`config.mk`:
```
export PLATFORM = sky130hd
export DESIGN_NAME = jog_speed_ramp_with_load_guard_top
export DESIGN_NICKNAME = d
export VERILOG_FILES = /design/src/rtl/jsr_pkg.sv /design/src/rtl/jsr_div.sv /design/src/rtl/jog_speed_ramp_with_load_guard_top.sv
export SDC_FILE = /design/constraint.sdc
export NUM_CORES = 1
export LEC_CHECK = 0
export BUFFER_PORTS_ARGS = -buffer_cell sky130_fd_sc_hd__buf_2
export CAP_MARGIN = 10
export CELL_PAD_IN_SITES_DETAIL_PLACEMENT = 0
export CELL_PAD_IN_SITES_GLOBAL_PLACEMENT = 2
export CORE_MARGIN = 4
export CORE_UTILIZATION = 38
export DETAILED_ROUTE_END_ITERATION = 6
export PLACE_DENSITY = 0.77
export SKIP_LAST_GASP = 1
export SLEW_MARGIN = 20
export SYNTH_ARGS = -nofsm -noshare
export SYNTH_HDL_FRONTEND = slang
export SYNTH_SLANG_ARGS = --single-unit
```
`constraint.sdc`:
```
create_clock -name clk -period 6.5 [get_ports clk]
set_clock_uncertainty 0.05 [all_clocks]
set_input_delay 0.975 -clock clk [delete_from_list [all_inputs] [get_ports clk]]
set_output_delay 0.975 -clock clk [all_outputs]
set_load 0.03 [all_outputs]
```
`src/rtl/jsr_pkg.sv`:
```
// shared types and constants for the jog speed ramp with load guard
// no dependencies; imported by jsr_div and the top level
`default_nettype none

package jsr_pkg;

    localparam int unsigned CFG_DATA_W  = 23;
    localparam int unsigned CFG_INDEX_W = 3;
    localparam int unsigned SPEED_W     = 16;
    localparam int unsigned RAMP_W      = 12;
    localparam int unsigned LOAD_W      = 24;
    localparam int unsigned THRESH_W    = 23;
    localparam int unsigned DEN_W       = 16;
    localparam int unsigned PROD_W      = 2 * SPEED_W;

    localparam logic [CFG_INDEX_W-1:0] REG_UP_MAX     = 3'd0;
    localparam logic [CFG_INDEX_W-1:0] REG_UP_RAMP    = 3'd1;
    localparam logic [CFG_INDEX_W-1:0] REG_DOWN_MAX   = 3'd2;
    localparam logic [CFG_INDEX_W-1:0] REG_DOWN_RAMP  = 3'd3;
    localparam logic [CFG_INDEX_W-1:0] REG_GUARD_EN   = 3'd4;
    localparam logic [CFG_INDEX_W-1:0] REG_GUARD_THR  = 3'd5;

    localparam logic [RAMP_W-1:0]   RAMP_RESET   = 12'd1;
    localparam logic [THRESH_W-1:0] THRESH_RESET = 23'h7FFFFF;

    localparam logic DIR_UP   = 1'b0;
    localparam logic DIR_DOWN = 1'b1;

    // per-direction jog sequencer phase; code 3 behaves like idle
    typedef enum logic [1:0] {
        PH_IDLE  = 2'd0,
        PH_START = 2'd1,
        PH_RAMP  = 2'd2
    } phase_t;

    // block sequencer
    typedef enum logic [1:0] {
        S_IDLE = 2'd0,
        S_SEL  = 2'd1,
        S_DIV  = 2'd2,
        S_OUT  = 2'd3
    } state_t;

endpackage

`default_nettype wire

```
`src/rtl/jsr_div.sv`:
```
// shared multiply-then-divide unit: quotient = (a * b) / den, one bit per cycle
// uses jsr_pkg; caller guarantees a * b < 2^16 * den
`default_nettype none

module jsr_div
    import jsr_pkg::*;
(
    input  wire logic               clk,
    input  wire logic               rst_n,
    input  wire logic               start,
    input  wire logic [SPEED_W-1:0] a,
    input  wire logic [SPEED_W-1:0] b,
    input  wire logic [DEN_W-1:0]   den,
    output logic                    done,
    output logic [SPEED_W-1:0]      quotient
);

    localparam int unsigned CNT_W = $clog2(SPEED_W + 1);

    logic [SPEED_W-1:0] a_reg;
    logic [SPEED_W-1:0] b_reg;
    logic [DEN_W-1:0]   den_reg;
    logic [PROD_W-1:0]  work_reg;
    logic [PROD_W-1:0]  work_next;
    logic [CNT_W-1:0]   cnt_reg;
    logic               mul_reg;
    logic               busy_reg;
    logic               done_reg;

    logic [DEN_W:0]     trial;
    logic [DEN_W:0]     diff;
    logic [SPEED_W-1:0] low_shift;

    // one restoring step: upper half holds the partial remainder
    always_comb
    begin
        trial     = {work_reg[PROD_W-1:SPEED_W], work_reg[SPEED_W-1]};
        low_shift = {work_reg[SPEED_W-2:0], 1'b0};
        diff      = trial - {1'b0, den_reg};
        if (trial >= {1'b0, den_reg})
        begin
            work_next = {diff[DEN_W-1:0], low_shift[SPEED_W-1:1], 1'b1};
        end
        else
        begin
            work_next = {trial[DEN_W-1:0], low_shift};
        end
    end

    always_ff @(posedge clk or negedge rst_n)
    begin
        if (!rst_n)
        begin
            mul_reg  <= 1'b0;
            busy_reg <= 1'b0;
            done_reg <= 1'b0;
            cnt_reg  <= '0;
        end
        else
        begin
            done_reg <= 1'b0;
            if (start)
            begin
                mul_reg <= 1'b1;
            end
            else if (mul_reg)
            begin
                mul_reg  <= 1'b0;
                busy_reg <= 1'b1;
                cnt_reg  <= CNT_W'(SPEED_W);
            end
            else if (busy_reg)
            begin
                cnt_reg <= cnt_reg - 1'b1;
                if (cnt_reg == CNT_W'(1))
                begin
                    busy_reg <= 1'b0;
                    done_reg <= 1'b1;
                end
            end
        end
    end

    always_ff @(posedge clk)
    begin
        if (start)
        begin
            a_reg   <= a;
            b_reg   <= b;
            den_reg <= den;
        end
        if (mul_reg)
        begin
            work_reg <= a_reg * b_reg;
        end
        else if (busy_reg)
        begin
            work_reg <= work_next;
        end
    end

    assign done     = done_reg;
    assign quotient = work_reg[SPEED_W-1:0];

endmodule

`default_nettype wire

```
`src/rtl/jog_speed_ramp_with_load_guard_top.sv`:
```
// top level of the jog speed ramp with load guard
// uses jsr_pkg and the shared divider jsr_div
`default_nettype none

// One input beat is one 100 ms jog tick carrying both holds and a load sample.
// Each held direction yields one result beat, up first then down, and last
// marks the final one; a tick with neither hold yields nothing. The input
// side stalls from acceptance until both directions are done; when down is
// released, that is once the select state that follows the last result beat
// is left. A released direction passes only through the select state; a
// direction in its idle or start phase, at full speed, or tripping goes on
// to present a result beat; a ramp step that needs a divide first waits on the
// shared multiply-divide unit (one operand latch, one multiply, 16 restoring
// steps, one result load). Any output stall makes a tick take longer.
// Configuration writes land at once and take no time.
module jog_speed_ramp_with_load_guard_top
    import jsr_pkg::*;
#(
    parameter int unsigned TICK_COUNT_BITS = 16
)
(
    input  wire logic                   clk,
    input  wire logic                   rst_n,
    input  wire logic                   cfg_we,
    input  wire logic [CFG_INDEX_W-1:0] cfg_index,
    input  wire logic [CFG_DATA_W-1:0]  cfg_data,
    input  wire logic                   in_valid,
    output logic                        in_stall,
    input  wire logic                   up_held,
    input  wire logic                   down_held,
    input  wire logic signed [LOAD_W-1:0] load_sample,
    output logic                        out_valid,
    input  wire logic                   out_stall,
    output logic                        direction,
    output logic                        speed_valid,
    output logic [SPEED_W-1:0]          speed_cmd,
    output logic                        start_pulse,
    output logic                        stop_pulse,
    output logic                        guard_trip,
    output logic                        last
);

    localparam int unsigned TB = TICK_COUNT_BITS;
    localparam int unsigned CW = (TB > DEN_W) ? TB : DEN_W;

    // configuration
    logic [SPEED_W-1:0]  up_max_reg;
    logic [RAMP_W-1:0]   up_ramp_reg;
    logic [SPEED_W-1:0]  down_max_reg;
    logic [RAMP_W-1:0]   down_ramp_reg;
    logic                guard_en_reg;
    logic [THRESH_W-1:0] guard_thr_reg;

    // sequencer state
    state_t              state_reg, state_next;
    logic                dir_reg, dir_next;
    logic                up_held_reg;
    logic                down_held_reg;
    logic [LOAD_W-1:0]   mag_reg;
    phase_t              up_phase_reg, up_phase_next;
    phase_t              down_phase_reg, down_phase_next;
    logic [TB-1:0]       up_ticks_reg, up_ticks_next;
    logic [TB-1:0]       down_ticks_reg, down_ticks_next;

    // result beat
    logic                speed_valid_reg, speed_valid_next;
    logic [SPEED_W-1:0]  speed_reg, speed_next;
    logic                start_reg, start_next;
    logic                stop_reg, stop_next;
    logic                trip_reg, trip_next;
    logic                last_reg, last_next;

    // current direction view
    logic                in_accept;
    logic                out_accept;
    logic                cur_held;
    phase_t              cur_phase;
    logic [TB-1:0]       cur_ticks;
    logic [TB-1:0]       ticks_inc;
    logic [SPEED_W-1:0]  cur_max;
    logic [RAMP_W-1:0]   cur_ramp;
    logic [DEN_W-1:0]    den;
    logic                full_speed;
    logic                trip;
    logic [LOAD_W-1:0]   mag_in;

    // divider
    logic                div_start;
    logic [SPEED_W-1:0]  div_b;
    logic                div_done;
    logic [SPEED_W-1:0]  div_quo;

    assign in_accept  = in_valid && !in_stall;
    assign out_accept = out_valid && !out_stall;
    assign in_stall   = (state_reg != S_IDLE);
    assign out_valid  = (state_reg == S_OUT);

    assign mag_in = load_sample[LOAD_W-1] ? (LOAD_W'(0) - load_sample) : load_sample;

    assign cur_held  = dir_reg ? down_held_reg : up_held_reg;
    assign cur_phase = dir_reg ? down_phase_reg : up_phase_reg;
    assign cur_ticks = dir_reg ? down_ticks_reg : up_ticks_reg;
    assign cur_max   = dir_reg ? down_max_reg : up_max_reg;
    assign cur_ramp  = dir_reg ? down_ramp_reg : up_ramp_reg;

    assign ticks_inc  = (cur_ticks == {TB{1'b1}}) ? cur_ticks : cur_ticks + 1'b1;
    assign den        = {1'b0, cur_ramp, 3'b000} + {3'b000, cur_ramp, 1'b0};
    assign full_speed = (den == '0) || (CW'(ticks_inc) >= CW'(den));
    assign trip       = guard_en_reg && (mag_reg >= {1'b0, guard_thr_reg});
    // below full speed the count is under den, so its low 16 bits are exact
    assign div_b      = SPEED_W'(CW'(ticks_inc));

    jsr_div u_div (
        .clk      (clk),
        .rst_n    (rst_n),
        .start    (div_start),
        .a        (cur_max),
        .b        (div_b),
        .den      (den),
        .done     (div_done),
        .quotient (div_quo)
    );

    // next state
    always_comb
    begin
        state_next = state_reg;
        dir_next   = dir_reg;
        case (state_reg)
            S_IDLE:
            begin
                if (in_accept)
                begin
                    state_next = S_SEL;
                    dir_next   = DIR_UP;
                end
            end
            S_SEL:
            begin
                if (!cur_held)
                begin
                    if (dir_reg == DIR_UP)
                    begin
                        dir_next = DIR_DOWN;
                    end
                    else
                    begin
                        state_next = S_IDLE;
                    end
                end
                else if (cur_phase == PH_RAMP && !trip && !full_speed)
                begin
                    state_next = S_DIV;
                end
                else
                begin
                    state_next = S_OUT;
                end
            end
            S_DIV:
            begin
                if (div_done)
                begin
                    state_next = S_OUT;
                end
            end
            S_OUT:
            begin
                if (out_accept)
                begin
                    if (dir_reg == DIR_UP)
                    begin
                        state_next = S_SEL;
                        dir_next   = DIR_DOWN;
                    end
                    else
                    begin
                        state_next = S_IDLE;
                    end
                end
            end
            default:
            begin
                state_next = S_IDLE;
            end
        endcase
    end

    // datapath and result fields
    always_comb
    begin
        phase_t        ph_new;
        logic [TB-1:0] tk_new;

        ph_new           = cur_phase;
        tk_new           = cur_ticks;
        up_phase_next    = up_phase_reg;
        down_phase_next  = down_phase_reg;
        up_ticks_next    = up_ticks_reg;
        down_ticks_next  = down_ticks_reg;
        speed_valid_next = speed_valid_reg;
        speed_next       = speed_reg;
        start_next       = start_reg;
        stop_next        = stop_reg;
        trip_next        = trip_reg;
        last_next        = last_reg;
        div_start        = 1'b0;

        if (state_reg == S_SEL)
        begin
            speed_valid_next = 1'b0;
            speed_next       = '0;
            start_next       = 1'b0;
            stop_next        = 1'b0;
            trip_next        = 1'b0;
            last_next        = (dir_reg == DIR_DOWN) || !down_held_reg;
            if (!cur_held)
            begin
                ph_new = PH_IDLE;
                tk_new = '0;
            end
            else
            begin
                case (cur_phase)
                    PH_START:
                    begin
                        start_next = 1'b1;
                        ph_new     = PH_RAMP;
                    end
                    PH_RAMP:
                    begin
                        speed_valid_next = 1'b1;
                        if (trip)
                        begin
                            stop_next = 1'b1;
                            trip_next = 1'b1;
                            ph_new    = PH_IDLE;
                            tk_new    = '0;
                        end
                        else
                        begin
                            tk_new = ticks_inc;
                            if (full_speed)
                            begin
                                speed_next = cur_max;
                            end
                            else
                            begin
                                div_start = 1'b1;
                            end
                        end
                    end
                    default:
                    begin
                        speed_valid_next = 1'b1;
                        ph_new           = PH_START;
                    end
                endcase
            end
            if (dir_reg == DIR_UP)
            begin
                up_phase_next = ph_new;
                up_ticks_next = tk_new;
            end
            else
            begin
                down_phase_next = ph_new;
                down_ticks_next = tk_new;
            end
        end
        else if (state_reg == S_DIV && div_done)
        begin
            speed_next = div_quo;
        end
    end

    always_ff @(posedge clk or negedge rst_n)
    begin
        if (!rst_n)
        begin
            state_reg      <= S_IDLE;
            dir_reg        <= DIR_UP;
            up_phase_reg   <= PH_IDLE;
            down_phase_reg <= PH_IDLE;
            up_ticks_reg   <= '0;
            down_ticks_reg <= '0;
            up_max_reg     <= '0;
            up_ramp_reg    <= RAMP_RESET;
            down_max_reg   <= '0;
            down_ramp_reg  <= RAMP_RESET;
            guard_en_reg   <= 1'b0;
            guard_thr_reg  <= THRESH_RESET;
        end
        else
        begin
            state_reg      <= state_next;
            dir_reg        <= dir_next;
            up_phase_reg   <= up_phase_next;
            down_phase_reg <= down_phase_next;
            up_ticks_reg   <= up_ticks_next;
            down_ticks_reg <= down_ticks_next;
            if (cfg_we)
            begin
                case (cfg_index)
                    REG_UP_MAX:    up_max_reg    <= cfg_data[SPEED_W-1:0];
                    REG_UP_RAMP:   up_ramp_reg   <= cfg_data[RAMP_W-1:0];
                    REG_DOWN_MAX:  down_max_reg  <= cfg_data[SPEED_W-1:0];
                    REG_DOWN_RAMP: down_ramp_reg <= cfg_data[RAMP_W-1:0];
                    REG_GUARD_EN:  guard_en_reg  <= cfg_data[0];
                    REG_GUARD_THR: guard_thr_reg <= cfg_data[THRESH_W-1:0];
                    default:
                    begin
                    end
                endcase
            end
        end
    end

    // payload registers
    always_ff @(posedge clk)
    begin
        if (in_accept)
        begin
            up_held_reg   <= up_held;
            down_held_reg <= down_held;
            mag_reg       <= mag_in;
        end
        speed_valid_reg <= speed_valid_next;
        speed_reg       <= speed_next;
        start_reg       <= start_next;
        stop_reg        <= stop_next;
        trip_reg        <= trip_next;
        last_reg        <= last_next;
    end

    assign direction   = dir_reg;
    assign speed_valid = speed_valid_reg;
    assign speed_cmd   = speed_reg;
    assign start_pulse = start_reg;
    assign stop_pulse  = stop_reg;
    assign guard_trip  = trip_reg;
    assign last        = last_reg;

endmodule

`default_nettype wire

```
# ---- Word level (Yosys, flattened, before mapping)
# Cells that the tools add are included.
dict set report totals {
  reg_bits 253
  in_bits 57
  out_inout_bits 24
  elab_cells 141
}
dict set report classes {
  mux 52
  n_eq_ne 17
  n_lt_le_gt_ge 3
  n_bitwise 2
  reduce_logical 32
  add_sub_neg 5
  n_mul 1
}
# op count
set op_table {}
lappend op_table {{two-way mux 16 bit} 12}
lappend op_table {{two-way mux 32 bit} 3}
lappend op_table {{multiplier 16 x 16 -> 32 bit} 1}
lappend op_table {{>= comparator 24 x 23 -> 1 bit} 1}
lappend op_table {{subtractor 1 x 24 -> 24 bit, first input constant} 1}
lappend op_table {{two-way mux 23 bit} 1}
lappend op_table {{two-way mux 1 bit} 22}
lappend op_table {{AND reduction 2 bit} 10}
lappend op_table {{>= comparator 17 x 16 -> 1 bit} 1}
lappend op_table {{adder 15 x 13 -> 16 bit} 1}
lappend op_table {{adder 16 x 1 -> 16 bit, second input constant} 1}
lappend op_table {{equality test 16 bit, second input constant} 1}
lappend op_table {{>= comparator 16 bit} 1}
lappend op_table {{logical NOT 16 bit} 1}
lappend op_table {{two-way mux 2 bit} 8}
lappend op_table {{subtractor 16 bit} 1}
lappend op_table {{two-way mux 12 bit} 1}
lappend op_table {{two-way mux 5 bit} 2}
lappend op_table {{case mux 2 bit (4 select lines)} 1}
lappend op_table {{AND reduction 4 bit} 2}
lappend op_table {{equality test 2 bit, second input constant} 3}
lappend op_table {{equality test 3 x 2 -> 1 bit, second input constant} 2}
lappend op_table {{equality test 3 bit, second input constant} 2}
lappend op_table {{logical AND 1 bit} 6}
lappend op_table {{other kinds (16)} 27}

# ---- Logic depth before layout (Yosys ltp)
dict set report logic_depth {
  word_depth 12
  ltp_mapped 26
  depth_no_buf 23
}

# ---- By module
# Synthesis repeated with hierarchy kept, for this count alone.
dict set report unflattened {
  hier_cells 2214
  area_unflattened_um2 22547.9
}
# module instances cells_per_inst area_each_um2 seq_area_each_um2
set by_module_without_submodules {}
lappend by_module_without_submodules {jsr_div 1 1325 12829.8 2602.5}
lappend by_module_without_submodules {jog_speed_ramp_with_load_guard_top 1 889 9718.1 4390.5}

# ---- Worst setup path before layout
# Ideal clock, no wire load.
dict set report synth_path {
  path_kind {register to register}
  start {register dir_reg (netlist: direction)}
  end {register u_div.a_reg[0] (enable)}
  path_slack_ps -602
  t_required_ps 6068
  period_less_slack_ps 7102
  t_arrival_ps 6671
  setup_time_ps 382
  stages_incl_launch_ff 26
  path_buffers 8
  path_cell_list {dfrtp_1 > buf_2 > buf_6 > buf_2 > buf_1 > buf_2 > buf_1 > clkbuf_1 > mux2_2 > ha_1 > or3_1 > a211o_1 > o2111ai_1 > a21oi_1 > xnor2_1 > inv_1 > ha_1 > a21oi_1 > nand2_1 > nor4_1 > o211ai_1 > o22ai_2 > o41ai_4 > or3_4 > buf_6 > inv_2}
}
dict set report synth_via {
  word_cells_on_any_way 17
  classes_between {add/sub (2); order compare (1); eq/ne (2); mux (10); reduce/logical (2)}
}
# item line
set synth_lines {}
lappend synth_lines {{from (decl)} jog_speed_ramp_with_load_guard_top.sv:56} ;# logic dir_reg, dir_next;
lappend synth_lines {{from (signal assigned)} jog_speed_ramp_with_load_guard_top.sv:297} ;# dir_reg <= dir_next;
lappend synth_lines {{two-way mux 12 bit (*)} jog_speed_ramp_with_load_guard_top.sv:104} ;# assign cur_ramp = dir_reg ? down_ramp_reg : up_ramp_reg;
lappend synth_lines {{adder 15 x 13 -> 16 bit (*)} jog_speed_ramp_with_load_guard_top.sv:107} ;# assign den = {1'b0, cur_ramp, 3'b000} + {3'b000, cur_ramp, 1'b0};
lappend synth_lines {{named net den[14]} jog_speed_ramp_with_load_guard_top.sv:82} ;# logic [DEN_W-1:0] den;
lappend synth_lines {{>= comparator 16 bit or logical NOT 16 bit (tied branches)} jog_speed_ramp_with_load_guard_top.sv:108} ;# assign full_speed = (den == '0) || (CW'(ticks_inc) >= CW'(den));
lappend synth_lines {{logical OR 1 bit (*)} jog_speed_ramp_with_load_guard_top.sv:108}
lappend synth_lines {{two-way mux 1 bit (*)} jog_speed_ramp_with_load_guard_top.sv:243} ;# if (full_speed)
lappend synth_lines {{two-way mux 1 bit (*)} jog_speed_ramp_with_load_guard_top.sv:233} ;# if (trip)
lappend synth_lines {{two-way mux 1 bit (*)} jog_speed_ramp_with_load_guard_top.sv:224} ;# case (cur_phase)
lappend synth_lines {{two-way mux 1 bit (*)} jog_speed_ramp_with_load_guard_top.sv:217} ;# if (!cur_held)
lappend synth_lines {{two-way mux 1 bit (*)} jog_speed_ramp_with_load_guard_top.sv:209} ;# if (state_reg == S_SEL)
lappend synth_lines {{named net div_start} jog_speed_ramp_with_load_guard_top.sv:88} ;# logic div_start;
lappend synth_lines {{to (signal assigned)} jsr_div.sv:88} ;# a_reg <= a;
lappend synth_lines {{to (decl)} jsr_div.sv:20} ;# logic [SPEED_W-1:0] a_reg;
# Mark *: on every way through the listed nets, which the timed path passes. The rest lies on a longest branch.
# A chain may end at the register's enable or synchronous reset.

# ---- Worst setup path in the final report
dict set report layout_path {
  start {register u_div.b_reg[6]}
  end {register u_div.work_reg[29], data pin}
}
dict set report layout_via {
  elab_chain_cells 2
}
# item line
set layout_lines {}
lappend layout_lines {{from (decl)} jsr_div.sv:21} ;# logic [SPEED_W-1:0] b_reg;
lappend layout_lines {{from (signal assigned)} jsr_div.sv:89} ;# b_reg <= b;
lappend layout_lines {{multiplier 16 x 16 -> 32 bit} jsr_div.sv:94} ;# work_reg <= a_reg * b_reg;
lappend layout_lines {{two-way mux 32 bit} jsr_div.sv:92} ;# if (mul_reg)
lappend layout_lines {{to (signal assigned)} jsr_div.sv:94}
lappend layout_lines {{to (signal assigned)} jsr_div.sv:98} ;# work_reg <= work_next;
lappend layout_lines {{to (decl)} jsr_div.sv:23} ;# logic [PROD_W-1:0] work_reg;
# Every way passes these cells.

==> summary.txt <==
Clocking
  – CTS Hold Bufs: 0
  – Root Buffer: clkbuf_16
  – Worst-path clk slew: 0.06 ns
  – Clock Path Buffers: 3
  – Num Clock Sinks: 252
  – H-tree depth: 1
  – Total CTS buffers: 30
  – CTS tree: yes
  – Latest clock arrival within the worst-skew pair: 0.59 ns

GRT
  – Grt ovf: 0
  – Global-route wire length before repair: 92100 um
  – Initial antenna violation count: 6
  – Largest net degree at the start of global routing: 49
  – Number of global-route vias before repair: 16400
  – All-Layer GR Usage: 18.9%

Floorplanning
  – Die Area: 61200 sq um
  – Initial Utilization: 38.5%
  – Die H: 247 um
  – Row cnt: 87
  – Io pins: 81
  – Core area: 56600 sq um
  – Die W: 247 um

Setup path
  – Worst path cell trace: buf_6, buf_4, and2_4, fa_1, inv_2, fa_2, inv_1, fa_1, fa_1, fa_1, inv_2, fa_1, inv_1, ha_4, a211oi_1, o21bai_1, a211oi_1, o21ai_1, a41oi_2, o21bai_1, a31o_2, o41ai_4, nor3_2
  – CP Capture Type: flip-flop
  – Worst path max stage delay: 0.56 ns
  – CP startpoint kind: flip-flop
  – CP arrival: 6.62 ns
  – Req. time, crit path: 6.77 ns
  – Worst r2r dst: u_div.work_reg[29]$_DFFE_PP_
  – R2R setup slack: 0.15 ns
  – Worst r2r path cells: 23
  – Kind of critical path: flip-flop to flip-flop
  – Worst path slowest cell: fa_1
  – Crit-path max FO: 5
  – FF-to-FF Start: u_div.b_reg[6]$_DFFE_PP_
  – Most frequent cell on the critical path: fa_1

Hold path
  – Worst min path class: input port to asynchronous set/reset pin

Timing
  – Setup TNS: 0 ns
  – Count of final setup violators: 0
  – Max Clock Freq: 157 MHz
  – Slew Limit Fails: 0
  – Final worst slack: 0.146 ns
  – Worst slew margin: 32.8%
  – Period utilization: 97.8%
  – Worst-Margin Slew: 1.00 ns
  – Post-layout minimum cycle time: 6.35 ns
  – Final hold vios: 0
  – RSZ-0062 raised after global routing: true

Finish
  – Most common cell after layout, fill and taps aside: inv_1
  – Commonest cells after routing, fill and taps aside: inv_1, nand2_1, fa_1, ha_1, mux2_2
  – NumNets Final: 2708
  – Area grow syn2layout: 16.3%
  – Share of cells above drive strength 1: 21.8%
  – Flip-flop count of the largest register after layout: 32

Power
  – VDD IR max: 0.476 mV
  – Power per cell area: 539 nW/um^2
  – LEAKAGE: 11.5 nW

Logic synthesis
  – Yosys warnings: 0
  – Post-synth EDFFs: 125
  – Synth area leader: fa_1
  – Sequential-to-total area share from yosys stat: 32.0%
  – Post-synth cell types: 77
  – Net Count, Synth: 2537
  – Synth Area per Inst: 10.3 sq um
  – Synth top area share: 18.0%
  – Synth Register Bits: 252
  – Cell Area, Synth: 21800 sq um
  – Synthesized instance count: 2111
  – Main area contributors after synthesis: fa_1, edfxtp_1, dfrtp_1, ha_1, mux2_2
  – Post-synth ARST share: 50.4%
  – Most used flip-flop cell after synthesis: edfxtp_1

Place
  – Detailed Place HPWL: 44400 um
  – Number of I/O port buffers: 80
  – Placer Congestion: 0.838
  – Pre-CTS setup slack: -0.172 ns

Run status
  – Status: complete, no violations

Drt
  – Wire per inst: 18.5 um
  – Vias/cell: 5.05
  – Via count: 15500
  – DRC: 0
  – DR pass1 iterations: 5
  – Final WL: 56600 um
  – Post-DRT Antenna Nets: 0
  – Starting DRT DRC Count: 647

Flow run
  – Max-cap violations: 0
-- per-stage QoR --
step	hold WS (ns)	utilization [%]	total power, mW	cell area, sq um	cells
detailed placement	0.421	41.8	10.9	23700	2977
global route	0.338	44.8	15.0	25300	3062
floorplan	0.394	-	8.25	21800	2111
finish	0.334	44.8	13.7	25300	3064
CTS	0.334	43.9	12.9	24900	3041
global placement	0.406	41.8	10.9	23700	2977
-- where the power goes --
group,leakage (nW),switching (mW),internal [mW]
sequential,2.69,0.209,2.16
clock,0.527,0.711,1.13
combinational,8.25,5.08,4.36
-- area by class of cell --
class | instances | area, sq um
multi-input combinational | 1474 | 13600
tap | 756 | 946
clock inverter | 16 | 239
antenna | 2 | 5.00
clock buffer | 40 | 861
inverter | 308 | 1160
sequential | 252 | 6960
fill | 5401 | 31300
timing repair buffer | 216 | 1520
-- metal layers --
layer	share of wire [%]	vias to the layer above	track usage, %
met4	1.7	6	3.22
met1	47	7700	26.9
met3	3.9	65	2.88
met2	47	259	31.1
li1	-	7451	-
met5	0.060	-	0
-- cells in the mapped netlist, types with 7 or more instances --
master / count
dfstp_2: 25
nand2b_1: 12
nor2b_1: 12
a21o_1: 18
inv_1: 306
or4_1: 7
ha_1: 173
a21oi_1: 78
nand4_1: 11
xnor2_1: 62
o21a_1: 9
o21ai_0: 81
dfrtp_1: 102
o211ai_1: 11
a211oi_1: 12
nand2_1: 254
a32o_1: 17
nand3_1: 20
xor2_1: 20
or3_1: 7
nor3_1: 14
and3_1: 7
edfxtp_1: 125
and2_1: 125
fa_1: 196
nor2_1: 48
mux2_2: 126
o31ai_1: 15
a31oi_1: 8
o21bai_1: 8
or2_2: 7
clkbuf_1: 63
mux2i_1: 24
nor4_1: 10
-- how the worst max path moves through the flow --
stage | slack (ns) | to | cells after the start | from
6_report | 0.15 | u_div.work_reg[29]$_DFFE_PP_ | 23 | u_div.b_reg[6]$_DFFE_PP_
5_1_grt | -0.03 | u_div.work_reg[30]$_DFFE_PP_ | 24 | u_div.a_reg[12]$_DFFE_PP_
4_1_cts | -0.02 | u_div.work_reg[30]$_DFFE_PP_ | 24 | u_div.b_reg[6]$_DFFE_PP_
3_5_place_dp | -0.17 | u_div.work_reg[30]$_DFFE_PP_ | 22 | u_div.b_reg[6]$_DFFE_PP_
3_3_place_gp | -0.07 | u_div.work_reg[29]$_DFFE_PP_ | 21 | u_div.b_reg[6]$_DFFE_PP_
2_1_floorplan | 0.03 | u_div.work_reg[29]$_DFFE_PP_ | 23 | u_div.b_reg[9]$_DFFE_PP_
-- worst max-delay path, delay by kind of cell (launching register included) --
kind            cells  cell delay, ns
fa+ha+maj           7            3.31
flops               1            0.44
compound gates      8            1.57
simple gates        2            0.22
buf+inv             6            0.51
-- timing repair --
item	4_1_cts	5_1_grt
gates cloned	0	1
setup buffers	8	20
resized for setup	3	75
setup endpoints to repair	4	12
pin swaps	2	61
-- kinds of logic (layout without fill, tap and decap cells) --
kind of cell / after synthesis / after routing / share of synthesized area [%]
simple gates: 559 / 559 / 12.8
other cells: 0 / 2 / 0
compound gates: 314 / 314 / 9.65
mux: 150 / 150 / 7.61
buf+inv: 385 / 580 / 6.76
flops: 252 / 252 / 32.0
fa+ha+maj: 369 / 369 / 27.9
xor+xnor: 82 / 82 / 3.30
Power figures use the tool's default switching activity.
